===== src/rtl/core/interference_graph_register_picker_unit_assert.svh =====
// Assertion macros for the register picker
`ifndef INTERFERENCE_GRAPH_REGISTER_PICKER_UNIT_ASSERT_SVH
`define INTERFERENCE_GRAPH_REGISTER_PICKER_UNIT_ASSERT_SVH
// implication checked on every rising clock edge outside reset
`define IGRP_ASSERT_IMP(label, clk, rstn, ante, cons) \
    label: assert property (@(posedge clk) disable iff (!rstn) (ante) |-> (cons)) \
        else $error("assertion failed");
// implication whose consequent is checked in the next cycle
`define IGRP_ASSERT_NEXT(label, clk, rstn, ante, cons) \
    label: assert property (@(posedge clk) disable iff (!rstn) (ante) |=> (cons)) \
        else $error("assertion failed");
`endif


===== src/rtl/core/igrp_pkg.sv =====
// Shared types and constants of the register picker
package igrp_pkg;
    localparam int NUM_VARS = 64;
    localparam int REG_COUNT = 64;
    localparam int VW = $clog2(NUM_VARS);
    localparam logic [1:0] REQ_UPDATE = 2'd0;
    localparam logic [1:0] REQ_ALLOC  = 2'd1;
    localparam logic [1:0] REQ_QUERY  = 2'd2;
    localparam logic [1:0] REQ_NONE   = 2'd3;
    localparam logic [1:0] TAG_A = 2'd1;
    localparam logic [1:0] TAG_B = 2'd2;
    localparam int QDEPTH = 2;

    typedef struct packed {
        logic [1:0]  req_type;
        logic [63:0] live_out_mask;
        logic [63:0] def_mask;
        logic [5:0]  var_index;
        logic [1:0]  reg_tag;
        logic [5:0]  reg_number;
        logic        flag_on_empty;
    } cmd_t;
endpackage


===== src/rtl/core/igrp_front.sv =====
// Front end: accepts words, drops REQ_NONE requests, queues commands
module igrp_front (
    input  logic            aclk,
    input  logic            aresetn,
    input  logic            s_valid,
    output logic            s_ready,
    input  igrp_pkg::cmd_t  s_cmd,
    output logic            q_valid,
    input  logic            q_ready,
    output igrp_pkg::cmd_t  q_cmd
);
    import igrp_pkg::*;
    cmd_t       slot_reg [QDEPTH];
    logic [1:0] cnt_reg, cnt_next;
    logic       wr_ptr_reg, rd_ptr_reg;
    logic       push, pop;

    assign s_ready = (cnt_reg != 2'(QDEPTH));
    assign push = s_valid && s_ready && (s_cmd.req_type != REQ_NONE);
    assign q_valid = (cnt_reg != 2'd0);
    assign pop = q_valid && q_ready;
    assign q_cmd = slot_reg[rd_ptr_reg];

    always_comb begin
        cnt_next = cnt_reg + 2'(push) - 2'(pop);
    end

    always_ff @(posedge aclk) begin
        if (!aresetn) begin
            cnt_reg    <= '0;
            wr_ptr_reg <= 1'b0;
            rd_ptr_reg <= 1'b0;
        end else begin
            cnt_reg <= cnt_next;
            if (push) wr_ptr_reg <= ~wr_ptr_reg;
            if (pop) rd_ptr_reg <= ~rd_ptr_reg;
        end
        if (push) slot_reg[wr_ptr_reg] <= s_cmd;
    end
endmodule


===== config.mk =====
export PLATFORM = sky130hd
export DESIGN_NAME = igrp_front
export DESIGN_NICKNAME = d
export VERILOG_FILES = /design/src/rtl/core/interference_graph_register_picker_unit_assert.svh /design/src/rtl/core/igrp_pkg.sv /design/src/rtl/core/igrp_front.sv
export SDC_FILE = /design/constraint.sdc
export NUM_CORES = 1
export LEC_CHECK = 0
export BUFFER_PORTS_ARGS = -buffer_cell sky130_fd_sc_hd__buf_2
export CORE_MARGIN = 5
export CORE_UTILIZATION = 40
export DETAILED_ROUTE_END_ITERATION = 8
export MAX_ROUTING_LAYER = met4
export PLACE_DENSITY = 0.64
export SLEW_MARGIN = 20
export SYNTH_ARGS = -nofsm -noshare
export SYNTH_HDL_FRONTEND = slang
export SYNTH_SLANG_ARGS = --single-unit

===== constraint.sdc =====
create_clock -name aclk -period 8.2 [get_ports aclk]
set_input_delay 0.82 -clock aclk [delete_from_list [all_inputs] [get_ports aclk]]
set_output_delay 0.82 -clock aclk [all_outputs]
set_load 0.01 [all_outputs]

# --- Word-level counts from Yosys, hierarchy flattened ---
# Memories as Yosys holds them, arrays and structs flattened. A register that Yosys moved wholly into a read port is not among the register bits.
# Cells that the tools add are included.
op_classes:
  n_eq_ne: 2
  n_addsub: 2
  n_mux: 4
  n_div: 0
  magnitude_cmp: 0
  shift: 0
  n_bitwise: 2
  mul: 0
  n_reduce_logical: 4
ops:
  columns: ["cell", "n"]
  rows:
  - ["1-bit 2-to-1 mux", 4]
  - ["2-bit != test (second input constant)", 2]
  - ["1-bit logical AND", 3]
  - ["2-bit by 1-bit adder with 2-bit output", 1]
  - ["1-bit inverter", 2]
  - ["2-bit nonzero test", 1]
  - ["2-bit by 1-bit subtractor with 2-bit output", 1]
totals:
  latchBits: 0
  memories: 1
  mem_bits_rw: 290
  input_bits: 149
  regBits: 4
  romBits: 0
memory_table:
  columns: ["memory", "depth", "width", "rd", "rd_clocked_by_memory_dff", "wr", "line_no", "rtl"]
  rows:
  - ["slot_reg", 2, 145, 1, 1, 1, "igrp_front.sv:13", "cmd_t slot_reg [QDEPTH];"]

# --- Depth between registers and ports, before layout ---
# Gate-level depths: netlist of the first run.
logic_depth:
  depth_word: 5
  ltp_mapped: 8
  ltp_nobuf: 8

# --- Worst setup path before layout of the first run ---
# No wires, ideal clock.
synth_path:
  path_kind: "in2reg"
  start: "input port s_cmd[143] (netlist name)"
  end: "memory slot_reg[0][0] (netlist name), enable pin"
  setup_time_ns: 0.652
  setup_slack_ns: 0.482
  path_stages: 3
  required_ns: 7.548
  arrival_time_ns: 7.066
  path_cell_list: "nand2_1 > nand3_1 > nor2_1"
synth_via:
  elab_chain_cells: 4
synth_lines:
  columns: ["item", "line_no", "rtl"]
  rows:
  - ["start: declaration", "igrp_front.sv:7", "input igrp_pkg::cmd_t s_cmd,"]
  - ["2-bit != test", "igrp_front.sv:19", "assign push = s_valid && s_ready && (s_cmd.req_type != REQ_NONE);"]
  - ["1-bit logical AND", "igrp_front.sv:19", null]
  - ["1-bit 2-to-1 mux", "igrp_front.sv:38", "if (push) slot_reg[wr_ptr_reg] <= s_cmd;"]
  - ["1-bit 2-to-1 mux (not written as such)", "igrp_front.sv:38", null]
  - ["end: declaration", "igrp_front.sv:13", null]
# Every way passes these cells.

==> impl_metrics.py, run 1 <==
metrics = {
    "global_routing": {
        "overflow": 0,
        "grt_max_degree": 128,
        "grt_usage": 0.138,
        "antenna_found_initial": 3,
        "grt_pass1_wl_um": 32700,
        "grt_pass1_vias": 5962,
    },
    "setup_path": {
        "worstSetupStartpointType": "flop",
        "cp.arrival_ps": 2730,
        "worstPathRequired_ps": 7380,
        "endpoint_kind": "output port",
        "criticalPathCategory": "reg2out",
        "path_max_fanout": 46,
    },
    "job": {
        "maxCapViolations": 0,
    },
    "yosys": {
        "synth_cell_types": 18,
        "yosysWarnings": 0,
        "post-synth-top-count-cell": "edfxtp_1",
        "ys_ff_latch": 295,
        "avgSynthCellArea_um2": 22.8,
        "syn_inst": 477,
        "yosysSeqAreaShare": 0.809,
        "synth.largest_area_cell": "edfxtp_1",
        "syn-cell-area_um2": 10900,
        "synth_edf_count": 290,
        "synth_top_area_frac": 0.800,
        "async_flop_share": 0,
        "ys_top_cells_by_area": "edfxtp_1, mux2_2, mux2_4",
        "synth_common_cells": "edfxtp_1, mux2_2, mux2_4",
        "ys.flop_type": "edfxtp_1",
        "synth_nets": 628,
    },
    "cts": {
        "cts_resized": 0,
        "root_buffer": "clkbuf_16",
        "cts_tree": "built",
        "cts.sinks": 295,
        "cts_setup_buffers": 0,
        "cts_buffer_depth": 3,
        "cts_hold_buf": 0,
        "clk_pin_slew_ps": 60,
        "clock_latency_ps": 540,
        "cts_buffers": 30,
        "cts.htree.levels": 1,
    },
    "route": {
        "viasPerCell": 4.76,
        "ant_nets": 0,
        "drt-total-wl_um": 21400,
        "drtIter0Drc": 297,
        "route.vias.total": 5512,
        "wl_per_cell_um": 18.5,
        "first_pass_iters": 4,
        "drc": 0,
    },
    "final_layout": {
        "drive_above_1_share": 0.603,
        "final_util": 0.510,
        "nets": 944,
        "largest_reg_flops": 290,
        "area_growth_pct": 26.0,
        "fillCellCount": 2240,
    },
    "pwr": {
        "p_leak_nw": 5.17,
        "vdd_ir_drop_max_mv": 0.197,
        "power.density_nw_per_um2": 299,
        "total_power_mw": 4.10,
    },
    "placed_design": {
        "pre_cts_ws_ps": 5140,
        "io_buffers": 295,
        "gp_routability_congestion": 0.711,
        "dpl.hpwl_um": 14100,
    },
    "floorplanning": {
        "fp.coreArea_um2": 26900,
        "io_pins": 296,
        "die_h_um": 175,
        "dieArea_um2": 30600,
        "rows": 60,
        "die_x_um": 175,
        "start_util": 0.405,
    },
    "sta": {
        "tightest_slew_ps": 976,
        "min_period_over_period": 0.433,
        "final_hold_viol_count": 0,
        "fmax_ghz": 0.281,
        "timing.final.ws_setup_ps": 4650,
        "slew_headroom": 0.349,
        "slew_violations": 0,
        "setup_tns_ps": 0,
        "holdWs_ps": 463,
        "rsz0062_at_grt": "no",
        "skew_ps": 6.96,
        "min_period_ps": 3550,
        "setup_viol_count_final": 0,
    },
    "status": {
        "status": "complete, no violations",
    },
    "min_path": {
        "hold_class": "in2reg",
    },
}
-- worst max-delay path, cell delays in order, from the launching register on --
cell and delay [ps]:
dfxtp_4 800, buf_4 770, mux2_2 430, buf_2 140
-- stage by stage --
step | cells | cell area (µm²)
2_1_floorplan | 477 | 10900
3_3_place_gp | 1102 | 12700
3_5_place_dp | 1102 | 12700
4_1_cts | 1155 | 13700
5_1_grt | 1158 | 13700
6_report | 1158 | 13700
-- per-layer routing --
layer / wire, µm / vias to the layer above / global-route usage / part of all wire
met5: 0 / - / - / 0
met4: 594 / 0 / 0.0435 / 0.028
met3: 2000 / 52 / 0.0469 / 0.093
met2: 10200 / 215 / 0.217 / 0.48
met1: 8620 / 2707 / 0.170 / 0.40
li1: - / 2538 / - / -
-- kinds of logic after synthesis --
family	after synthesis	share of synthesized area
buf+inv	18	0.0121
flops	295	0.809
simple gates	12	0.00563
fa+ha+maj	2	0.00230
mux	146	0.168
xor+xnor	3	0.00241
compound gates	1	0.000690
-- power breakdown --
| part | switching, mW | total [mW] | internal (mW) |
|---|---|---|---|
| clock network | 0.530 | 1.34 | 0.805 |
| registers | 0.0632 | 1.90 | 1.84 |
| logic | 0.441 | 0.870 | 0.429 |
-- cell type report --
class	instances	area, µm²	area share
sequential	295	8810	0.642
multi-input combinational	164	1970	0.143
clock buffer	34	787	0.0574
clock inverter	19	185	0.0135
timing repair buffer	300	1530	0.111
tap	341	427	0.0311
antenna	3	7.51	0.000547
inverter	2	7.51	0.000547
-- worst paths after layout --
path	slack, ps	cells past startpoint	end	start
setup reg to reg	5660	4	slot_reg[0][98]$_DFFE_PP_	cnt_reg[0]$_SDFF_PN0_
setup / recovery	4650	3	q_cmd[71]	flop
hold / removal	460	1	slot_reg[1][36]$_DFFE_PP_	s_cmd[36]
hold reg to reg	510	2	wr_ptr_reg$_SDFFE_PN0N_	wr_ptr_reg$_SDFFE_PN0N_
-- placed cells by master, fill, tap and decap left out, drive strengths merged --
| cell type | instances |
|---|---|
| and2 | 2 |
| buf | 300 |
| bufinv | 4 |
| clkbuf | 34 |
| clkinv | 15 |
| dfxtp | 5 |
| diode | 3 |
| edfxtp | 290 |
| ha | 2 |
| inv | 2 |
| mux2 | 145 |
| mux2i | 1 |
| nand2 | 3 |
| nand2b | 1 |
| nand3 | 1 |
| nor2 | 2 |
| nor2b | 2 |
| o21a | 1 |
| or2 | 1 |
| xnor2 | 3 |
Note: power is estimated with default switching activity, not from simulation.
==> inputs of run 2 (changes only) <==
==> constraint.sdc (replaced) <==
create_clock -name aclk -period 3.25 [get_ports aclk]
set_input_delay 0.325 -clock aclk [delete_from_list [all_inputs] [get_ports aclk]]
set_output_delay 0.325 -clock aclk [all_outputs]
set_load 0.01 [all_outputs]
==> run 2 against run 1 <==
Net effect: global-route usage increased by 0.97 points; highest routed layer unchanged; final area increased by 12%; critical path type unchanged; clock-buffer cell count unchanged; combinational power increased to 2.8 times the previous value; die area unchanged; largest power group unchanged; non-clock buffer count increased by 146; hold slack got worse by 400 ps; total power increased to 2.6 times the previous value; via count increased by 8.6%; routed wire length increased by 7.5%.
==> impl_metrics.py, run 2 (synthesis results as in run 1) <==
metrics = {
    "placed_design": {
        "pre_cts_ws_ps": 1280,
        "dpl.hpwl_um": 13800,
        "io_buffers": 295,
        "gp_routability_congestion": 0.745,
        "dpl_cell_area_um2": 12800,
    },
    "setup_path": {
        "ff2ff_setup_slack_ps": 1590,
        "path_max_fanout": 56,
        "crit_slowest_cell": "dfxtp_4",
        "max_stage_delay_ps": 640,
        "crit_buf_inv": 2,
        "crit_family": "flip-flops",
        "endpoint_kind": "output port",
        "r2r-end": "slot_reg[0][118]$_DFFE_PP_",
        "worstPathRequired_ps": 2920,
        "cp_cell_sequence": "buf_12 -> mux2_2 -> buf_2",
        "cp.arrival_ps": 2170,
        "worstSetupStartpointType": "flop",
        "r2r_cells": 4,
        "criticalPathCategory": "reg2out",
        "r2r_start": "cnt_reg[0]$_SDFF_PN0_",
    },
    "final_layout": {
        "fillCellCount": 2011,
        "drive_above_1_share": 0.518,
        "largest_reg_flops": 290,
        "final_cell_mix": "buf_2, edfxtp_1, dlygate4sd3_1, mux2_2, mux2_4",
        "area_growth_pct": 40.6,
        "final_common_cell": "buf_2",
        "final_area_um2": 15300,
        "nets": 1091,
    },
    "sta": {
        "setup_viol_count_final": 0,
        "final_hold_viol_count": 0,
        "slew_violations": 0,
        "min_period_ps": 2500,
        "timing.final.ws_setup_ps": 753,
        "rsz0062_at_grt": "no",
        "min_period_over_period": 0.768,
        "holdWs_ps": 66.0,
        "slew_headroom": 0.674,
        "tightest_slew_ps": 489,
        "fmax_ghz": 0.400,
        "setup_tns_ps": 0,
        "skew_ps": 12.7,
    },
    "floorplanning": {
        "die_h_um": 175,
        "rows": 60,
        "io_pins": 296,
        "start_util": 0.405,
        "fp.coreArea_um2": 26900,
        "die_x_um": 175,
        "dieArea_um2": 30600,
    },
    "pwr": {
        "vdd_ir_drop_max_mv": 0.504,
        "power.density_nw_per_um2": 699,
        "p_leak_nw": 5.82,
        "total_power_mw": 10.7,
    },
    "route": {
        "drtIter0Drc": 282,
        "ant_nets": 0,
        "top_layer": "met4",
        "drt-total-wl_um": 23000,
        "route.vias.total": 5985,
        "first_pass_iters": 4,
        "wl_met3_um": 1480,
        "drc": 0,
        "wl_per_cell_um": 17.7,
        "viasPerCell": 4.59,
        "wl_met2_um": 11500,
        "met1_length_um": 9310,
    },
    "global_routing": {
        "grt_usage": 0.148,
        "grt_max_degree": 81,
        "antenna_found_initial": 1,
        "grt_pass1_vias": 6584,
        "grt_pass1_wl_um": 35500,
        "overflow": 0,
    },
    "cts": {
        "clk_pin_slew_ps": 60,
        "cts_hold_buf": 145,
        "cts_buffers": 31,
        "cts_buffer_depth": 3,
        "cts_resized": 0,
        "cts.htree.levels": 1,
        "cts_tree": "built",
        "root_buffer": "clkbuf_16",
        "clock_latency_ps": 540,
        "cts.sinks": 295,
        "cts_setup_buffers": 0,
    },
    "job": {
        "maxCapViolations": 0,
    },
    "status": {
        "status": "complete, no violations",
    },
    "min_path": {
        "min-delay-start": "aresetn",
        "hold_class": "in2reg",
        "hold_depth": 2,
        "whs_endpoint": "cnt_reg[1]$_SDFF_PN0_",
    },
}
## run 2: changes by cell type in the layout (fill, tap and decap cells not counted), moves of 2 or more
cell	before	now
buf_12	1	6
buf_4	4	0
clkinv_1	8	6
clkinv_4	0	2
clkinvlp_4	0	2
diode_2	3	1
dlygate4sd3_1	0	145
## run 2: routing by layer
layer  track usage  up-vias
li1              -     2822
met1         0.174     2907
met2         0.254      207
met3        0.0363       49
met4        0.0426        0
met5             -        -
## run 2: layout make-up
class | count | area [µm²] | share of cell area
clock buffers | 34 | 787 | 0.0514
multi-input cells | 164 | 1980 | 0.129
well taps | 341 | 427 | 0.0279
inverters | 2 | 7.51 | 0.000490
repair buffers | 446 | 3050 | 0.199
diodes | 1 | 2.50 | 0.000163
flip-flops and latches | 295 | 8810 | 0.576
clock inverters | 22 | 244 | 0.0159
## run 2: power breakdown
part	switching [mW]	total (mW)	internal [mW]
clock network	1.38	3.52	2.14
logic	1.18	2.41	1.23
registers	0.140	4.77	4.63
## run 2: how the worst max path moves through the flow
stage	startpoint	end	slack (ps)	cells after the start
3_5_place_dp	flop	q_cmd[43]	1280	3
5_1_grt	flop	q_cmd[44]	660	3
2_1_floorplan	cnt_reg[0]$_SDFF_PN0_	slot_reg[0][0]$_DFFE_PP_	20	3
3_3_place_gp	flop	q_cmd[43]	1280	3
6_report	flop	q_cmd[7]	750	3
4_1_cts	flop	q_cmd[35]	690	3
## run 2: through the flow
stage,util,std cells
after detailed placement,0.477,1103
final,0.570,1305
after global placement,0.477,1103
after floorplan,-,477
after CTS,0.570,1304
after global routing,0.570,1305
## run 2: worst register-to-register path, delay by kind of cell, from the launching register on
| family | cells | cell delay, ps |
|---|---|---|
| buffers and inverters | 1 | 380 |
| DFF | 1 | 360 |
| and+or+nand+nor | 3 | 470 |
